[src/sv/lmts_ram.sv]
`timescale 1ns / 1ps
// ----------------------------------------------------------------------------
// lmts_ram
// Generic single-write, single-read RAM with registered read data.
// ----------------------------------------------------------------------------
module lmts_ram #(
	parameter int WIDTH = 8,
	parameter int DEPTH = 64,
	localparam int AW = (DEPTH > 1) ? $clog2(DEPTH) : 1
) (
	input  logic             clk,
	input  logic             we,
	input  logic [AW-1:0]    waddr,
	input  logic [WIDTH-1:0] wdata,
	input  logic             re,
	input  logic [AW-1:0]    raddr,
	output logic [WIDTH-1:0] rdata
);

	logic [WIDTH-1:0] mem [DEPTH];

	always_ff @(posedge clk) begin
		if (we) begin
			mem[waddr] <= wdata;
		end
		// hold read data between reads
		if (re) begin
			rdata <= mem[raddr];
		end
	end

endmodule

[config.mk]
export PLATFORM = sky130hd
export DESIGN_NAME = lmts_ram
export DESIGN_NICKNAME = d
export VERILOG_FILES = /design/src/sv/lmts_ram.sv
export SDC_FILE = /design/constraint.sdc
export NUM_CORES = 1
export LEC_CHECK = 0
export BUFFER_PORTS_ARGS = -buffer_cell sky130_fd_sc_hd__buf_4
export CAP_MARGIN = 0
export CORE_MARGIN = 1
export CORE_UTILIZATION = 55
export CTS_CLUSTER_SIZE = 10
export DETAILED_ROUTE_END_ITERATION = 10
export PLACE_DENSITY = 0.74
export SYNTH_ARGS = -nofsm -noshare
export SYNTH_HDL_FRONTEND = slang
export SYNTH_SLANG_ARGS = --single-unit
[constraint.sdc]
create_clock -name clk -period 2.2 [get_ports clk]
set_clock_uncertainty 0.05 [all_clocks]
set_input_delay 0.44 -clock clk [delete_from_list [all_inputs] [get_ports clk]]
set_output_delay 0.44 -clock clk [all_outputs]
set_load 0.05 [all_outputs]
==> qor.yml, run 1 <==
io_pins: 31
powerDensity_nw_per_um2: 869
syn_area_sq_um: 20200
worstMarginPinSlew_ps: 742
synth_edf_count: 520
grt_max_degree: 65
dieArea_sq_um: 37600
hold_class: "input pin to flop"
nets: 1136
die_x_um: 194
via_per_inst: 6.34
drt-pass1-iter-count: 5
m1WireLength_um: 17700
synth_cell_types: 39
yosysTopAreaCell: "edfxtp_1"
die_y_um: 194
met3_length_um: 3740
grt.total_usage: 0.244
syn_nets: 963
cts.path.max_buffers: 3
critPathMaxStageDelay_ps: 490
avgSynthCellArea_sq_um: 21.5
gp_congestion: 0.833
setup_violations: 0
hold_buffers: 0
synthCells: 940
max-vdd-ir-drop_v: 0.000579
worstPathMaxFanout: 1
drv_slew: 0
highest_layer: "met4"
synthArstFlopShare: 0
clock_latency_ps: 580
antenna_found_initial: 2
worstSetupEndpointType: "flop"
crit_arrival_ps: 2370
max_freq_ghz: 0.472
ys_ff_latch: 520
crit_path_cell_trace: "mux4_2 > mux2_2 > a221oi_1 > o2bb2ai_1"
synth.area.top_cells: "edfxtp_1 (77%), mux4_2 (14%), nor2_1 (1.5%), mux2i_1 (1.1%), mux2_2 (0.72%)"
wire_per_inst_um: 28.1
fin_tns_setup_ps: 0
drv_cap: 0
outcome: "completed"
cts_root_buf: "clkbuf_16"
yosys_warnings: 0
rsz0062_at_grt: "no"
power_leakage_nw: 7.61
cts_tree: "built"
port_buffers: 30
nFillCells: 2260
fin_ws_ps: 83.1
cts_setup_buffers: 0
core_area_sq_um: 35900
yosysSeqAreaShare: 0.771
cp_top_family: "multiplexers"
cts.sinks: 520
area_growth_pct: 15.9
routed_wl_um: 44500
crit_type: "flop to flop"
post-dp-hpwl_um: 27400
globalRouteOverflowTotal: 0
grt_pass1_vias: 10300
row_count: 69
yosys_most_used_dff: "edfxtp_1"
path_clk_slew_ps: 60
crit_buf_inv: 0
dp_worst_setup_slack_ps: -516
dr.first_iter.drc_count: 1132
maxSlewHeadroom: 0.505
cts_made_buffers: 58
grt_pass1_wl_um: 66100
cp_slowest_cell: "a221oi_1"
cp-start-kind: "flop"
dr_wl_met2_um: 22000
synth_top_area_share: 0.771
drc: 0
h-tree-depth: 2
cp.required_ps: 2450
finalCriticalPeriod_ps: 2120
vias: 10000
hold_viol_final: 0
period_share: 0.962
ant_nets: 0
initial_core_util: 0.564
drive_gt1_frac: 0.328
power_mw: 20.4
==> per-layer routing <==
metal / up-vias / GRT usage
met4: 0 / 0.0773
met2: 468 / 0.394
met1: 5253 / 0.340
met5: - / 0
li1: 4248 / -
met3: 73 / 0.0466
==> registers in the layout, summed over array words and instances, names as in the netlist <==
name   flops
mem      512
rdata      8
==> placed cells by master (no fill, tap or decap), types with 2 or more instances in the layout <==
| cell | count |
|---|---|
| a22oi_1 | 3 |
| o22ai_1 | 8 |
| nor2b_1 | 14 |
| nor4_1 | 2 |
| mux2i_1 | 23 |
| buf_4 | 150 |
| o221a_2 | 2 |
| a2111oi_0 | 2 |
| nand3_1 | 13 |
| edfxtp_1 | 520 |
| mux4_2 | 126 |
| nand3b_1 | 3 |
| o41ai_1 | 2 |
| clkbuf_16 | 61 |
| clkbuf_1 | 2 |
| nor3_1 | 6 |
| a211oi_1 | 4 |
| mux2_2 | 13 |
| buf_12 | 13 |
| o2111ai_1 | 3 |
| o2bb2ai_1 | 3 |
| clkinv_1 | 4 |
| a21oi_1 | 3 |
| o32ai_1 | 2 |
| a221oi_1 | 6 |
| diode_2 | 2 |
| nand2b_1 | 7 |
| o21ai_0 | 2 |
| nand2_1 | 19 |
| o21ai_1 | 2 |
| o221ai_1 | 8 |
| nand4_1 | 2 |
| nor2_1 | 83 |
| o21a_1 | 2 |
==> what timing repair did <==
action	in CTS	in global routing
setup endpoints to repair	0	1
gates resized for setup	0	1
hold endpoints to repair	0	0
==> cells by family (layout without fill, tap and decap cells) <==
| group | after synthesis | in the layout | share of synthesized area |
|---|---|---|---|
| flip-flops | 520 | 520 | 0.771 |
| multiplexers | 162 | 162 | 0.159 |
| AND/OR/NAND/NOR | 153 | 153 | 0.0337 |
| AO/OA/AOI/OAI | 54 | 54 | 0.0206 |
| buffers and inverters | 51 | 231 | 0.0156 |
| other | 0 | 2 | 0 |
==> worst paths after layout <==
check,start,endpoint,slack [ps],depth (start not counted)
setup / recovery,mem[46][2]$_DFFE_PP_,rdata[2]$_DFFE_PP_,80,4
hold / removal,re,rdata[1]$_DFFE_PP_,150,1
setup reg to reg,mem[46][2]$_DFFE_PP_,rdata[2]$_DFFE_PP_,80,4
hold reg to reg,mem[31][6]$_DFFE_PP_,rdata[6]$_DFFE_PP_,880,3
==> power breakdown <==
part           switching [mW]  leakage (nW)  total (mW)  internal (mW)
clock                    3.39         0.760        8.21           4.82
sequential             0.0312          4.69        11.0           11.0
combinational           0.681          2.17        1.15          0.473
total                    4.10          7.61        20.4           16.3
==> worst register-to-register path, stage by stage (launching register included) <==
cell,delay [ps]
edfxtp_1,360
mux4_2,480
mux2_2,310
a221oi_1,490
o2bb2ai_1,160
==> cell type report <==
class	instances	area [sq um]	area share
Antenna cell	2	5.00	0.000213
Clock buffer	63	1530	0.0654
Clock inverter	4	15.0	0.000640
Multi-Input combinational cell	369	4320	0.184
Sequential cell	520	15600	0.665
Tap cell	461	577	0.0246
Timing Repair Buffer	164	1400	0.0597
==> cell usage after synthesis (all sizes together), types with 4 or more instances <==
| master | n |
|---|---|
| edfxtp | 520 |
| mux4 | 126 |
| nor2 | 83 |
| buf | 34 |
| mux2i | 23 |
| nand2 | 19 |
| clkbuf | 17 |
| nor2b | 14 |
| mux2 | 13 |
| nand3 | 13 |
| o221ai | 8 |
| o22ai | 8 |
| nand2b | 7 |
| nor3 | 7 |
| a221oi | 6 |
| a211oi | 4 |
| o21ai | 4 |
==> per-stage QoR <==
step | instances | hold slack, ps | cell area (sq um) | util
3_3_place_gp | 1514 | 723 | 21900 | 0.610
3_5_place_dp | 1514 | 725 | 21900 | 0.610
6_report | 1583 | 149 | 23500 | 0.653
4_1_cts | 1581 | 125 | 23500 | 0.653
2_1_floorplan | 940 | 489 | 20300 | -
5_1_grt | 1582 | 139 | 23500 | 0.653
Power figures use the tool's default switching activity.
==> run 2, diff against run 1 <==
Settings changed: BUFFER_PORTS_ARGS -buffer_cell sky130_fd_sc_hd__buf_4 to -buffer_cell sky130_fd_sc_hd__buf_2.
==> qor.yml, run 2 (same netlist as run 1, synthesis figures left out) <==
outcome: "completed"
power_leakage_nw: 7.72  # +1.3%
cts_tree: "built"
core_area_sq_um: 35900  # unchanged
row_count: 69  # unchanged
dp.cells: 1542  # +1.8%
multiInputGateArea_sq_um: 4340  # +0.41%
grt_max_degree: 65  # unchanged
final_cell_mix: "edfxtp_1 (520), buf_4 (150), mux4_2 (126), nor2_1 (83), clkbuf_16 (59)"
final_core_util: 0.657  # +0.00376
area_growth_pct: 16.6
wire_per_inst_um: 28.2  # +0.33%
finalCriticalPeriod_ps: 2140  # +19.4 ps
r2r_end: "rdata[6]$_DFFE_PP_"
max_freq_ghz: 0.468  # -0.91%
endpoint: "rdata[6]$_DFFE_PP_"
hold_viol_final: 0  # unchanged
top_register: "mem"
ant_nets: 0  # unchanged
drc: 0  # unchanged
hold_buffers: 0  # unchanged
cp.required_ps: 2480  # +30 ps
worstMarginPinSlew_ps: 1240  # +498 ps
cts_root_buf: "clkbuf_16"
hold_class: "input pin to flop"
drt-pass1-iter-count: 8  # +3
drv_slew: 0  # unchanged
grt_pass1_wl_um: 67400  # +2.0%
dp_worst_setup_slack_ps: -551  # -35.1 ps
switching_share: 0.204  # +0.00284
max-vdd-ir-drop_v: 0.000639  # +10%
cp-start-kind: "flop"
initial_core_util: 0.564  # unchanged
post-dp-hpwl_um: 29000  # +6.0%
powerDensity_nw_per_um2: 861  # -0.99%
drive_gt1_frac: 0.348  # +0.0202
power_mw: 20.3  # -0.42%
nFillCells: 2320  # +2.7%
via_per_inst: 6.34  # about the same
p_int_mw: 16.2  # -0.77%
routed_wl_um: 45400  # +2.1%
path_clk_slew_ps: 50  # about the same
dieArea_sq_um: 37600  # unchanged
period_share: 0.971  # +0.00884
power_frac_clock: 0.399  # -0.004
worstSetupEndpointType: "flop"
crit_arrival_ps: 2420  # +50 ps
worstPathMaxFanout: 1  # unchanged
die_y_um: 194  # unchanged
maxSlewHeadroom: 0.173  # -0.332
setup_violations: 0  # unchanged
largest_reg_flops: 512  # unchanged
final_common_cell: "edfxtp_1"
largestRegisters: "mem x512, rdata x8"
ff2ff_path_depth: 5  # +1
fin_ws_ps: 63.7  # -19.4 ps
rsz0062_at_grt: "no"
die_x_um: 194  # unchanged
p_switching_mw: 4.14  # +0.99%
seqPwrFrac: 0.543  # +0.002
h-tree-depth: 2  # unchanged
io_pins: 31  # unchanged
final_cells: 1611  # +1.8%
grt_pass1_vias: 10500  # +1.9%
rrSetupSlack_ps: 60  # -20 ps
crit_type: "flop to flop"
port_buffers: 30  # unchanged
seq_area_sq_um: 15600  # unchanged
dr.first_iter.drc_count: 1195  # +5.6%
vias: 10200  # +1.8%
critPathMaxStageDelay_ps: 470  # -20 ps
clock_latency_ps: 600  # +20 ps
drv_cap: 0  # unchanged
globalRouteOverflowTotal: 0  # unchanged
crit_start: "mem[28][6]$_DFFE_PP_"
holdWs_ps: 174  # +25.6 ps
crit_path_cell_trace: "mux4_2 > mux2_2 > o221a_2 > nor3_2 > o32ai_1"
antenna_found_initial: 5  # +3
pwr-share-comb: 0.058  # about the same
r2r_start: "mem[28][6]$_DFFE_PP_"
cts_made_buffers: 58  # unchanged
cp_slowest_cell: "mux4_2"
cts.sinks: 520  # unchanged
gp_congestion: 0.844  # +1.4%
grt.total_usage: 0.248  # +0.00438
cts.path.max_buffers: 3  # unchanged
nets: 1164  # +2.5%
run 2: cell count changes in the layout (fill, tap and decap cells not counted), moves of 2 or more:
cell / previous run / this run
diode_2: 2 / 6
clkbuf_16: 61 / 59
buf_2: 0 / 27
inv_6: 0 / 2
a221oi_1: 6 / 4
clkinv_1: 4 / 1
a221oi_2: 0 / 2
run 2: worst max-delay path, delay by kind of cell (launching register included):
family	cells	cell delay, ps
DFF	1	380
muxes	2	760
AOI/OAI and AO/OA	2	420
and+or+nand+nor	1	280
run 2: how the worst min path moves through the flow:
stage	startpoint	cells past startpoint	slack (ps)	endpoint
CTS	re	1	140	rdata[4]$_DFFE_PP_
floorplan	wdata[0]	0	490	mem[0][0]$_DFFE_PP_
finish	re	1	170	rdata[6]$_DFFE_PP_
global placement	re	1	770	rdata[6]$_DFFE_PP_
detailed placement	re	1	770	rdata[6]$_DFFE_PP_
global route	re	1	170	rdata[4]$_DFFE_PP_
run 2: metal layers:
layer / wire length [um] / global-route usage
met5: 0 / 0
met4: 1350 / 0.0947
met3: 3460 / 0.0412
met2: 22500 / 0.400
met1: 18100 / 0.345
run 2: power groups by stage:
stage                     Clock (mW)  Combinational (mW)  Sequential (mW)
final                           8.10                1.18             11.0
after global routing            8.55                1.25             11.0
after CTS                       8.20                1.18             11.0
after detailed placement           0                1.17             11.2
after global placement             0                1.14             11.2
after floorplan                    0               0.589             11.3
run 2: layout make-up:
type | count | area share
antenna | 6 | 0.000636
multi-input combinational | 369 | 0.184
tap | 461 | 0.0244
sequential | 520 | 0.662
timing repair buffer | 192 | 0.0659
clock inverter | 3 | 0.000901
clock buffer | 60 | 0.0627
run 2: repair_timing:
action,4_1_cts,5_1_grt
endpoints found under the setup margin,3,1
gates resized for setup,3,1
setup buffers,0,0
run 2: stage by stage:
step                      setup TNS (ps)  instance area [sq um]
after floorplan                        0                  20300
after global placement             -3590                  22100
after detailed placement           -3840                  22100
after CTS                              0                  23600
after global routing                   0                  23600
final                                  0                  23600
