--- src/sv/lmts_pkg.sv ---
`timescale 1ns / 1ps
// ----------------------------------------------------------------------------
// lmts_pkg
// Shared types and constants of the LED matrix text scroller.
// ----------------------------------------------------------------------------
package lmts_pkg;

	localparam int ROWS_DEF    = 8;
	localparam int COLUMNS_DEF = 8;
	localparam int MSG_MAX_DEF = 64;

	localparam int FONT_DEPTH  = 768;
	localparam int GLYPHS      = 96;
	localparam logic [6:0] FIRST_CODE = 7'd32;
	localparam logic [7:0] RED_RESET  = 8'h01;
	localparam logic [6:0] MSG_LEN_RESET = 7'd1;

	typedef enum logic [1:0] {
		CMD_TICK  = 2'd0,
		CMD_FONT  = 2'd1,
		CMD_WIDTH = 2'd2,
		CMD_CHAR  = 2'd3
	} cmd_t;

	// glyph lookup request from the engine
	typedef struct packed {
		logic       re;
		logic [6:0] glyph;
		logic [2:0] row;
	} glyph_rd_t;

	// glyph lookup data back to the engine
	typedef struct packed {
		logic [7:0] font;
		logic [2:0] width;
	} glyph_dat_t;

endpackage

--- src/sv/lmts_engine.sv ---
`timescale 1ns / 1ps
// ----------------------------------------------------------------------------
// lmts_engine
// Tick sequencer: walks the columns of each row through the message and
// glyph stores, emits the row items, then advances the scroll position.
// ----------------------------------------------------------------------------
module lmts_engine import lmts_pkg::*; #(
	parameter int ROWS    = ROWS_DEF,
	parameter int COLUMNS = COLUMNS_DEF,
	parameter int MSG_MAX = MSG_MAX_DEF,
	localparam int PW = (MSG_MAX > 1) ? $clog2(MSG_MAX) : 1,
	localparam int LW = ($clog2(MSG_MAX + 1) > 7) ? $clog2(MSG_MAX + 1) : 7
) (
	input  logic             clk,
	input  logic             arst_n,
	input  logic             start,
	input  logic [LW-1:0]    msg_len,
	output logic             busy,
	output logic             msg_re,
	output logic [PW-1:0]    msg_addr,
	input  logic [6:0]       msg_code,
	output glyph_rd_t        glyph_rd,
	input  glyph_dat_t       glyph_dat,
	output logic             m_tvalid,
	input  logic             m_tready,
	output logic [23:0]      m_tdata,
	output logic             m_tlast
);

	localparam int RW = (ROWS > 1) ? $clog2(ROWS) : 1;
	localparam int CW = (COLUMNS > 1) ? $clog2(COLUMNS) : 1;

	typedef enum logic [2:0] {
		ST_IDLE,
		ST_MSG,
		ST_GLY,
		ST_CALC,
		ST_EMIT
	} state_t;

	state_t        state_q;
	logic [RW-1:0] row_q;
	logic [CW-1:0] col_q;
	logic [7:0]    pix_q;
	logic          final_q;
	logic          gvalid_q;
	logic [PW-1:0] wpos_q;
	logic [2:0]    wbit_q;
	logic [PW-1:0] char_pos_q;
	logic [2:0]    bit_pos_q;
	logic          dir_q;
	logic [7:0]    red_q;
	logic          out_valid_q;
	logic [3:0]    out_row_q;
	logic [7:0]    out_pix_q;
	logic [7:0]    out_red_q;
	logic          out_last_q;

	logic [2:0]    width_eff;
	logic [7:0]    bits_eff;
	logic [3:0]    bit_inc;
	logic          char_end;
	logic [LW-1:0] pos_inc;
	logic          wrap;
	logic [PW-1:0] npos;
	logic [2:0]    nbit;
	logic [2:0]    colbit;
	logic          col_last;
	logic          row_last;
	logic          out_free;

	always_comb begin
		width_eff = gvalid_q ? glyph_dat.width : 3'd0;
		bits_eff  = gvalid_q ? glyph_dat.font : 8'd0;
		bit_inc   = {1'b0, wbit_q} + 4'd1;
		char_end  = bit_inc > {1'b0, width_eff};
		pos_inc   = LW'(wpos_q) + LW'(1);
		wrap      = pos_inc >= msg_len;
		npos      = char_end ? (wrap ? '0 : pos_inc[PW-1:0]) : wpos_q;
		nbit      = char_end ? 3'd0 : bit_inc[2:0];
		colbit    = dir_q ? 3'(col_q) : (3'(COLUMNS - 1) - 3'(col_q));
		col_last  = col_q == CW'(COLUMNS - 1);
		row_last  = row_q == RW'(ROWS - 1);
		out_free  = !out_valid_q || m_tready;
	end

	assign busy           = state_q != ST_IDLE;
	assign msg_re         = state_q == ST_MSG;
	assign msg_addr       = wpos_q;
	assign glyph_rd.re    = state_q == ST_GLY;
	assign glyph_rd.glyph = msg_code - FIRST_CODE;
	assign glyph_rd.row   = 3'(row_q);

	assign m_tvalid = out_valid_q;
	assign m_tdata  = {4'd0, out_red_q, out_pix_q, out_row_q};
	assign m_tlast  = out_last_q;

	always_ff @(posedge clk or negedge arst_n) begin
		if (!arst_n) begin
			state_q     <= ST_IDLE;
			row_q       <= '0;
			col_q       <= '0;
			pix_q       <= '0;
			final_q     <= 1'b0;
			gvalid_q    <= 1'b0;
			wpos_q      <= '0;
			wbit_q      <= '0;
			char_pos_q  <= '0;
			bit_pos_q   <= '0;
			dir_q       <= 1'b0;
			red_q       <= RED_RESET;
			out_valid_q <= 1'b0;
		end else begin
			// load a new row item or drop the one just taken
			if (state_q == ST_EMIT && out_free) begin
				out_valid_q <= 1'b1;
			end else if (m_tready) begin
				out_valid_q <= 1'b0;
			end
			unique case (state_q)
				ST_IDLE: begin
					if (start) begin
						row_q   <= '0;
						col_q   <= '0;
						pix_q   <= '0;
						final_q <= 1'b0;
						wpos_q  <= char_pos_q;
						wbit_q  <= bit_pos_q;
						state_q <= ST_MSG;
					end
				end
				ST_MSG: begin
					state_q <= ST_GLY;
				end
				ST_GLY: begin
					gvalid_q <= msg_code >= FIRST_CODE;
					state_q  <= ST_CALC;
				end
				ST_CALC: begin
					if (final_q) begin
						// commit the scroll step, turn the direction on a wrap and rotate the red column
						char_pos_q <= npos;
						bit_pos_q  <= nbit;
						if (char_end && wrap) begin
							dir_q <= ~dir_q;
						end
						red_q   <= (red_q[7] || red_q == 8'd0) ? RED_RESET
							: {red_q[6:0], 1'b0};
						state_q <= ST_IDLE;
					end else begin
						if (bits_eff[wbit_q]) begin
							pix_q[colbit] <= 1'b1;
						end
						wpos_q <= npos;
						wbit_q <= nbit;
						col_q  <= col_q + CW'(1);
						if (col_last) begin
							state_q <= ST_EMIT;
						end else if (char_end) begin
							state_q <= ST_MSG;
						end
					end
				end
				ST_EMIT: begin
					if (out_free) begin
						out_row_q   <= 4'(row_q) + 4'd1;
						out_pix_q   <= pix_q;
						out_red_q   <= ~red_q;
						out_last_q  <= row_last;
						col_q       <= '0;
						pix_q       <= '0;
						wpos_q      <= char_pos_q;
						wbit_q      <= bit_pos_q;
						state_q     <= ST_MSG;
						if (row_last) begin
							final_q <= 1'b1;
						end else begin
							row_q <= row_q + RW'(1);
						end
					end
				end
				default: begin
					state_q <= ST_IDLE;
				end
			endcase
		end
	end

endmodule
--- config.mk ---
export PLATFORM = sky130hd
export DESIGN_NAME = lmts_engine
export DESIGN_NICKNAME = d
export VERILOG_FILES = /design/src/sv/lmts_pkg.sv /design/src/sv/lmts_engine.sv
export SDC_FILE = /design/constraint.sdc
export NUM_CORES = 1
export LEC_CHECK = 0
export BUFFER_PORTS_ARGS = -buffer_cell sky130_fd_sc_hd__buf_4
export CAP_MARGIN = 20
export CORE_MARGIN = 5
export CORE_UTILIZATION = 49
export DETAILED_ROUTE_END_ITERATION = 7
export PLACE_DENSITY = 0.76
export SETUP_SLACK_MARGIN = 0.1
export SLEW_MARGIN = 10
export SYNTH_ARGS = -nofsm -noshare
export SYNTH_HDL_FRONTEND = slang
export SYNTH_SLANG_ARGS = --single-unit
--- constraint.sdc ---
create_clock -name clk -period 2.7 [get_ports clk]
set_input_delay 0.27 -clock clk [delete_from_list [all_inputs] [get_ports clk]]
set_output_delay 0.27 -clock clk [all_outputs]
set_load 0.01 [all_outputs]
==> results of run 1 <==
==> synthesized netlist by cell type (all sizes together) (9+ instances only) <==
library cell   n
a21oi         19
a22o          10
a31oi         10
buf           14
clkbuf         9
dfrtp         46
edfxtp        21
ha            17
inv           22
nand2         37
nand3         10
nor2          25
o21ai         15
o31ai          9
==> kinds of logic after synthesis <==
logic type | share of synthesized area
flip-flops | 0.521
AO/OA/AOI/OAI | 0.164
AND/OR/NAND/NOR | 0.163
adder cells (fa/ha/maj) | 0.0613
multiplexers | 0.0184
XOR/XNOR | 0.0101
buffers and inverters | 0.0620
other | 0.00108
==> routing by layer <==
layer / vias to the layer above / global-route usage
met4: 0 / 0.0758
met5: - / 0
met1: 1288 / 0.223
met2: 75 / 0.281
li1: 1309 / -
met3: 19 / 0.0296
==> worst max-delay path by stage <==
stage / start / end / slack, ps
final: msg_addr[0] / char_pos_q[3] / 190
after global routing: msg_addr[0] / dir_q / 60
after CTS: msg_addr[1] / dir_q / 100
after detailed placement: msg_addr[0] / dir_q / 90
after global placement: msg_addr[0] / dir_q / 190
after floorplan: msg_addr[0] / char_pos_q[4] / 160
==> per-stage QoR <==
stage          instances  setup WS, ps
2_1_floorplan        336           157
3_3_place_gp         475           191
3_5_place_dp         475          88.6
4_1_cts              491           102
5_1_grt              494          55.3
6_report             494           189
==> cell usage in the layout, fill, tap and decap left out, drive strengths merged, types with 2 or more instances in the layout <==
cell type,instances
buf,69
and3,3
xnor2,3
edfxtp,21
nand2b,2
nor2b,4
a22o,10
a31oi,10
ha,17
inv,22
nand4,2
o31ai,9
o21ai,15
bufinv,2
or2,5
nor2,25
a21oi,19
a21o,2
conb,4
or3b,2
a22oi,4
mux4,2
clkinv,2
nand2,37
or3,4
nor3,3
nand3b,5
and2,4
o22ai,5
nand3,10
dfrtp,46
clkbuf,11
a211oi,3
==> worst register-to-register path: stages (launching register included) <==
cell	delay, ps
dfrtp_2	430
nand3_1	130
or2_2	320
and2_1	170
or2_2	300
ha_1	290
nand2_2	70
o21ai_2	150
a21oi_2	60
buf_6	150
a31oi_1	200
o21ai_0	100
==> power breakdown <==
part | switching, mW | total (mW) | internal [mW]
clock | 0.361 | 0.877 | 0.516
combinational | 1.15 | 2.02 | 0.877
sequential | 0.203 | 1.43 | 1.23
total | 1.71 | 4.33 | 2.62
==> layout make-up <==
cell class,count,area [um^2]
fill,618,2580
inverter,22,82.6
tap,96,120
sequential,68,1810
timing repair buffer,69,522
multi-input combinational,223,1510
clock inverter,5,76.3
clock buffer,11,131
==> sequential cells by signal (all words and copies together), names as in the netlist, 4 cells and up <==
register / count
out_pix_q: 8
out_red_q: 8
pix_q: 8
red_q: 8
char_pos_q: 6
msg_addr: 6
out_row_q: 4
==> what timing repair did <==
item | CTS | global route
resized for setup | 1 | 20
hold buffers | 0 | 0
setup endpoints to repair | 3 | 15
pin swaps | 0 | 4
setup buffers | 0 | 2
cloned | 0 | 1
==> metrics.txt, run 1 <==
run status finished clean; Post-synth EDFFs 21; worst-path cell chain nand3_1 > or2_2 > and2_1 > or2_2 > ha_1 > nand2_2 > o21ai_2 > a21oi_2 > buf_6 > a31oi_1 > o21ai_0; met3 routed wirelength between 300 and 400 um; top cells by area, synth dfrtp_1 33%, edfxtp_1 18%, ha_1 6.1%; Worst EP arrival between 2000 and 3000 ps; largest area contributor in the netlist dfrtp_1; Crit Reg-Reg Startpoint msg_addr[0]; Final #Nets 439; area share of the largest cell type after synthesis 0.332; Period Utilization, post-route 0.930; Antenna Diode Count 0; mean routed wirelength per cell around 15 um; First-pass DRT Iterations 4; post-synthesis cell count 333; metal2 WL between 3000 and 4000 um; Root Buffer clkbuf_8; Synth Cell Area 3470 um^2; Worst Path Class, Setup reg -> reg; Core Box Area a little under 7000 um^2; post-route ant nets 0; Fin Setup TNS 0 ps; # setup viols final 0; final core area utilization 0.622; Syn. warnings 0; highest metal used met4; largest net degree at the start of global routing 48; CTS max path bufs 2; Final Max Tran Viols 0; crit path max fanout 7; CTS clk-pin slew, worst paths roughly 70 ps; Yosys reg bits 68; first-pass GRT wire length 12,200 um; Final Cell Area 4250 um^2; Crit. path cell count 11; final RePlAce weighted congestion about 0.75; I/O pin total between 70 and 80; CTS sink count 68; Final Power 4.33 mW; Leakage 1.89 nW; Worst EP required approximately 2900 ps; type of origin of the critical path flop; GR Overflow Total 0; Die Y about 94 um; Max-cap violations 0; CP top delay family simple AND/OR/NAND/NOR gates; Syn Area/Cell between 10 and 15 um^2; I/O Buffers just under 60; M1 wire length approximately 3200 um; die area approximately 9000 um^2; share of cells above drive strength 1 0.276; Crit-path slowest cell dfrtp_2; Crit. End Element flop; worst-case reg-to-reg path depth 11; htree depth 3; RSZ-0062 raised after global routing true; area growth from synthesis to layout 22.4%; routed vias 2,691; Hold Fails Final Rpt 0; TritonCTS buffer count 9; die width approximately 94 um; ys async rst share 0.691; maximum clock rate 398 MHz; standard-cell row count 30; # DRC 0; DR vias/cell between 5 and 6; initial core utilization 0.508; Largest stage delay, worst path 430 ps; Peak supply drop between 0.0005 and 0.0006 V; ys flop type dfrtp_1; placed cell area 3970 um^2; TritonCTS clock tree done; r2r endpoint char_pos_q[3]; Worst R2R Setup Slack between 150 and 200 ps; worst rel slew slack 0.443; Post-Route WL ~7400 um; antenna violations before repair 0; Critical Path Most Common Cell or2_2; Least-Margin Pin Slew around 830 ps; DRT iter0 DRCs 76; Min-Delay Path Class in -> async; skew final between 7 and 8 ps; vias in the first global route 2,635; WP buf/inv 1; HPWL after DPL 5240 um; post-synth cell types between 50 and 60; gr usage total 0.172; worst slack on hold paths about 43 ps; Clk Latency, worst-skew pair 330 ps; post-route minimum period between 2000 and 3000 ps; sequential fraction of the synthesis area 0.521; Pwr per Cell Area between 1000 and 1500 nW/um^2
Power figures use the tool's default switching activity.
==> inputs of run 2 (changes only) <==
- CORE_MARGIN: 5 -> 1
- CORE_UTILIZATION: 49 -> 55
- CTS_CLUSTER_SIZE: unset -> 20
- PLACE_DENSITY: 0.76 -> 0.8
- clock period: 2.7 -> 2.35 ns (I/O delays scaled with it)
==> run 2 against run 1 <==
The flow now finishes with violations (negative setup slack). Core utilization rose by 14 points. Sequential share of layout area fell by 2.8 points. Clock skew rose by 1.0 ps. Global-route usage rose by 8.5 points. Clock power rose by 11%. Register-to-register slack got worse by 220 ps. Total power rose by 36%. Count of clock-buffer cells in the layout fell by 1. Hold slack got worse by 33 ps. Sequential power rose by 14%. Non-clock buffer count rose by 12. Setup slack got worse by 220 ps. Critical path type unchanged. Critical endpoint is now msg_addr[2].
==> metrics.txt, run 2 (synthesis gave the netlist of run 1 again) <==
DR vias/cell 5.99 (+10%); HPWL after DPL 5440 um (+3.9%); r2r endpoint msg_addr[2]; placed cell area 4100 um^2 (+3.3%); I/O pin total 74 (unchanged); Final Cell Area 4550 um^2 (+7.0%); CTS max path bufs 2 (unchanged); die area 6630 um^2 (-25%); Antenna Diode Count 0 (unchanged); Die Y 81.5 um (-14%); Gate power share 0.557 (+0.090); Final Max Tran Viols 0 (unchanged); CP top delay family simple AND/OR/NAND/NOR gates; worst rel slew slack 0.531 (+0.0880); TritonCTS buffer count 9 (unchanged); commonest non-fill, non-tap cell in the layout buf_4; run status finished with violations; Period Utilization, post-route 1.01 (+0.0839); final core area utilization 0.759 (+0.137); I/O Buffers 59 (unchanged); # setup viols final 1 (+1); routed vias 2,907 (+8.0%); First-pass DRT Iterations 5 (+1); Crit Reg-Reg Startpoint msg_addr[0]; failing checks negative setup slack; area of the multi-input gates 1720 um^2 (+14%); Worst EP required 2550 ps (-320 ps); Worst R2R Setup Slack -30 ps (-220 ps); gr usage total 0.256 (+0.0848); Final #Nets 451 (+2.7%); Root Buffer clkbuf_8; FF+latch area 1810 um^2 (about the same); DRT iter0 DRCs 224 (+190%); die width 81.5 um (-14%); Max-cap violations 0 (unchanged); Min-Delay Path Class in -> async; Crit. End Element flop; Worst Path Class, Setup reg -> reg; mean routed wirelength per cell 17.4 um (+16%); standard-cell row count 28 (-6.7%); RSZ-0062 raised after global routing true; maximum clock rate 420 MHz (+5.4%); Internal Pwr Total 3.47 mW (+32%); # DRC 0 (unchanged); crit path max fanout 7 (unchanged); Final Power 5.88 mW (+36%); Post-Route WL 8430 um (+14%); type of origin of the critical path flop; CTS clk-pin slew, worst paths 80 ps (about the same); Clk Latency, worst-skew pair 340 ps (about the same); Core Box Area 5990 um^2 (-12%); WP buf/inv 1 (unchanged); CTS sink count 68 (unchanged); htree depth 3 (unchanged); largest net degree at the start of global routing 48 (unchanged); final worst setup slack -32.8 ps (-222 ps); Psw 2.42 mW (+41%); Critical Path Most Common Cell or2_4; share of cells above drive strength 1 0.356 (+0.0797); TritonCTS clock tree done; Peak supply drop 0.00104 V (+77%); Sw Share 0.411 (+0.0162); worst-case reg-to-reg path depth 11 (unchanged); area growth from synthesis to layout 31.0%; sequential share of power 0.278 (-0.053); GR Overflow Total 0 (unchanged); Filler Cells Inserted 374 (-39%); Worst EP arrival 2580 ps (-110 ps); worst-path cell chain nand3_2 > or2_4 > and2_4 > or2_4 > ha_4 > nand2_4 > nor2_4 > a21oi_4 > buf_12 > a31oi_1 > o22ai_1; post-route ant nets 0 (unchanged); skew final 8.25 ps (+1.02 ps); Hold Fails Final Rpt 0 (unchanged); most frequent cells in the layout 78 x buf_4, 43 x dfrtp_1, 36 x nand2_1; post-route minimum period 2380 ps (-128 ps); Largest stage delay, worst path 410 ps (-20 ps); Pwr per Cell Area 1290 nW/um^2 (+27%); vias in the first global route 2,761 (+4.8%); final RePlAce weighted congestion 0.827 (+9.6%); initial core utilization 0.580 (+0.0713); Clk pwr share 0.166 (-0.036); antenna violations before repair 0 (unchanged); first-pass GRT wire length 12,700 um (+4.0%); Crit-path slowest cell dfrtp_2; Least-Margin Pin Slew 701 ps (-133 ps); Leakage 2.00 nW (+5.7%)
[run 2: power groups by stage]
stage               sequential, mW  combinational (mW)  clock, mW
finish                        1.63                3.27      0.975
global route                  1.66                3.54       1.02
CTS                           1.63                2.63      0.974
detailed placement            1.65                2.45          0
global placement              1.64                2.35          0
floorplan                     1.62                1.70          0
[run 2: layout make-up]
type	count	area share
clock buffers	10	0.0303
well taps	75	0.0206
inverters	22	0.0182
clock inverters	6	0.0140
multi-input cells	223	0.378
flip-flops and latches	68	0.398
repair buffers	81	0.141
[run 2: how the worst max path moves through the flow]
stage / startpoint / endpoint / cells past startpoint
2_1_floorplan: msg_addr[0] / msg_addr[5] / 11
3_3_place_gp: msg_addr[1] / dir_q / 11
3_5_place_dp: msg_addr[1] / char_pos_q[3] / 11
4_1_cts: msg_addr[1] / msg_addr[1] / 11
5_1_grt: msg_addr[0] / msg_addr[2] / 11
6_report: msg_addr[0] / msg_addr[2] / 11
[run 2: repair_timing]
item                                    4_1_cts  5_1_grt
hold buffers                                  0        0
gates resized for setup                       7       27
pin swaps                                     1       15
gates cloned                                  0        1
setup buffers                                 3        3
endpoints found under the setup margin       13       15
[run 2: worst reg2reg max path, cell delays in order, from the launching register on]
cell and delay [ps]:
dfrtp_2 410, nand3_2 90, or2_4 240, and2_4 160
or2_4 250, ha_4 270, nand2_4 60, nor2_4 130
a21oi_4 80, buf_12 140, a31oi_1 240, o22ai_1 160
[run 2: routing by layer]
| metal | wire [um] | part of all wire | GRT usage | vias up |
|---|---|---|---|---|
| met3 | 523 | 0.062 | 0.0622 | 30 |
| li1 | - | - | - | 1331 |
| met5 | 0 | 0 | 0 | - |
| met2 | 4280 | 0.51 | 0.428 | 140 |
| met1 | 3300 | 0.39 | 0.307 | 1406 |
| met4 | 329 | 0.039 | 0.134 | 0 |
[run 2: per-stage QoR]
step / std cells / setup TNS, ps / hold slack [ps] / worst slack (ps)
3_5_place_dp: 462 / -197 / 387 / -90.4
4_1_cts: 481 / 0 / 31.2 / 20.7
2_1_floorplan: 336 / 0 / -60.6 / 101
3_3_place_gp: 462 / 0 / 376 / 92.1
6_report: 485 / -32.8 / 9.55 / -32.8
5_1_grt: 485 / -70.3 / 56.4 / -70.3
==> inputs of run 3 (changes only) <==
- BUFFER_PORTS_ARGS: -buffer_cell sky130_fd_sc_hd__buf_4 -> unset
- CORE_UTILIZATION: 55 -> 63
- DONT_BUFFER_PORTS: unset -> 1
- PLACE_DENSITY: 0.8 -> 0.79
==> run 3 against run 2 <==
The run still ends with negative setup slack left. Clock skew barely moved. Count of clock-buffer cells in the layout stayed put. Sequential power barely moved. Setup slack improved by 1.0 ps. Largest cell class unchanged. Critical path depth down 1. Non-clock buffer count decreased by 57. Final cell count fell by 13%. Wire length grew 0.42%. Combinational power decreased by 1%.
==> metrics.txt, run 3 (synthesis gave the netlist of run 1 again) <==
Final #Nets 394 (-13%); Critical Path Most Common Cell ha_4; Crit Reg-Reg Startpoint msg_addr[0]; Largest stage delay, worst path 460 ps (+50 ps); share of cells above drive strength 1 0.252 (-0.104); Post-Route WL 8460 um (+0.42%); final RePlAce weighted congestion 0.812 (-1.8%); area growth from synthesis to layout 18.4%; Crit. End Element flop; Hold Fails Final Rpt 0 (unchanged); first-pass GRT wire length 12,500 um (-1.2%); HP Start start; crit path max fanout 6 (-1); maximum clock rate 420 MHz (about the same); CTS sink count 68 (unchanged); standard-cell row count 26 (-7.1%); most frequent cells in the layout 42 x dfrtp_1, 36 x nand2_1, 22 x inv_1; Post-Layout Cell Count 423 (-13%); Leakage 1.72 nW (-14%); failing checks negative setup slack; final worst setup slack -31.8 ps (+1.02 ps); post-route minimum period 2380 ps (-1.02 ps); Period Utilization, post-route 1.01 (about the same); antenna violations before repair 0 (unchanged); Max-cap violations 0 (unchanged); I/O Buffers 0 (-100%); HPWL after DPL 5080 um (-6.6%); initial core utilization 0.667 (+0.0875); Crit-path slowest cell dfrtp_2; Core Box Area 5200 um^2 (-13%); DR vias/cell 6.42 (+7.2%); CTS max path bufs 2 (unchanged); type of origin of the critical path flop; # DRC 0 (unchanged); RSZ-0062 raised after global routing true; Internal Pwr Total 3.21 mW (-7.4%); Least-Margin Pin Slew 769 ps (+68.0 ps); Die Y 76.2 um (-6.4%); Setup WS pre-CTS 2.90 ps (+93.3 ps); Clk pwr share 0.143 (-0.023); Gate power share 0.571 (+0.014); worst-path cell chain ha_4 > nor2b_1 > or2_2 > ha_4 > a21oi_2 > o21ai_2 > a21oi_4 > clkbuf_16 > a31oi_1 > a21oi_1; sequential share of power 0.286 (+0.008); mean routed wirelength per cell 20.0 um (+15%); largest net degree at the start of global routing 48 (unchanged); Min-Delay Path Class in -> reg; TritonCTS clock tree done; die width 76.2 um (-6.4%); vias in the first global route 2,572 (-6.8%); Psw 2.45 mW (+1.5%); Worst EP arrival 2640 ps (+60 ps); Peak supply drop 0.00106 V (+1.7%); Sw Share 0.433 (+0.0224); worst rel slew slack 0.487 (-0.0436); DRT iter0 DRCs 239 (+6.7%); Clk Latency, worst-skew pair 340 ps (about the same); Final Max Tran Viols 0 (unchanged); # setup viols final 3 (+2); Fin Setup TNS -86.9 ps (-54.1 ps); routed vias 2,717 (-6.5%); number of cells after detailed placement 400 (-13%); TritonCTS buffer count 9 (unchanged); CTS clk-pin slew, worst paths 80 ps (about the same); commonest non-fill, non-tap cell in the layout dfrtp_1; Worst EP required 2610 ps (+60 ps); gr usage total 0.281 (+0.0246); skew final 8.17 ps (-0.0848 ps); First-pass DRT Iterations 5 (unchanged); Root Buffer clkbuf_8; post-route ant nets 0 (unchanged); CP startpoint msg_addr[0]; I/O pin total 74 (unchanged); run status finished with violations; die area 5810 um^2 (-12%); htree depth 3 (unchanged); Pwr per Cell Area 1380 nW/um^2 (+6.6%); GR Overflow Total 0 (unchanged); Antenna Diode Count 0 (unchanged); Worst Path Class, Setup reg -> reg
[run 3: cell count changes in the layout (fill, tap and decap cells not counted), sizes merged]
cell         change
dlygate4sd3      +1
bufinv           -1
clkinvlp         -2
buf             -58
clkinv           +3
[run 3: worst paths after layout]
| path | endpoint | slack (ps) | cells after the start |
|---|---|---|---|
| worst max-delay path | char_pos_q[2] | -30 | 10 |
| worst min-delay path | final_q | 110 | 3 |
| worst max register to register | char_pos_q[2] | -30 | 10 |
| worst min register to register | out_pix_q[1] | 450 | 0 |
| max in group asynchronous | red_q[0] | 1670 | 2 |
| min in group asynchronous | msg_addr[4] | 400 | 2 |
[run 3: timing repair]
action / 4_1_cts / 5_1_grt
hold endpoints to repair: 47 / 0
gates cloned: 0 / 1
hold buffers: 2 / 0
gates resized for setup: 2 / 35
pin swaps: 1 / 27
endpoints found under the setup margin: 13 / 17
setup buffers: 4 / 0
[run 3: area by class of cell]
type | count | area (um^2)
clock inverters | 6 | 31.3
inverters | 22 | 82.6
fillers | 320 | 1090
well taps | 70 | 87.6
flip-flops and latches | 68 | 1810
clock buffers | 10 | 128
multi-input cells | 223 | 1740
repair buffers | 24 | 233
[run 3: metal layers]
metal | track usage | routed length [um] | up-vias
met5 | 0 | 0 | -
met4 | 0.115 | 284 | 0
met3 | 0.0503 | 634 | 31
met2 | 0.452 | 4210 | 150
met1 | 0.378 | 3330 | 1316
li1 | - | - | 1220
[run 3: power by group through the flow]
| stage | logic (mW) | registers [mW] | clock network [mW] |
|---|---|---|---|
| final | 3.23 | 1.62 | 0.810 |
| after global routing | 3.44 | 1.64 | 0.875 |
| after CTS | 2.44 | 1.61 | 0.809 |
| after detailed placement | 2.34 | 1.64 | 0 |
| after global placement | 2.27 | 1.62 | 0 |
| after floorplan | 1.70 | 1.62 | 0 |
[run 3: metrics by stage]
step | utilization | total power, mW | hold WS [ps] | area (um^2)
2_1_floorplan | - | 3.32 | -60.6 | 3580
3_3_place_gp | 0.704 | 3.89 | -59.3 | 3660
3_5_place_dp | 0.704 | 3.98 | -59.4 | 3660
4_1_cts | 0.748 | 4.85 | 105 | 3890
5_1_grt | 0.790 | 5.95 | 139 | 4110
6_report | 0.790 | 5.66 | 111 | 4110
[run 3: worst max-delay path, delay by kind of cell, from the launching register on]
kind | cells | cell delay (ps)
and+or+nand+nor | 2 | 500
AOI/OAI and AO/OA | 5 | 750
buffers and inverters | 1 | 190
DFF | 1 | 460
adders and majority gates | 2 | 410
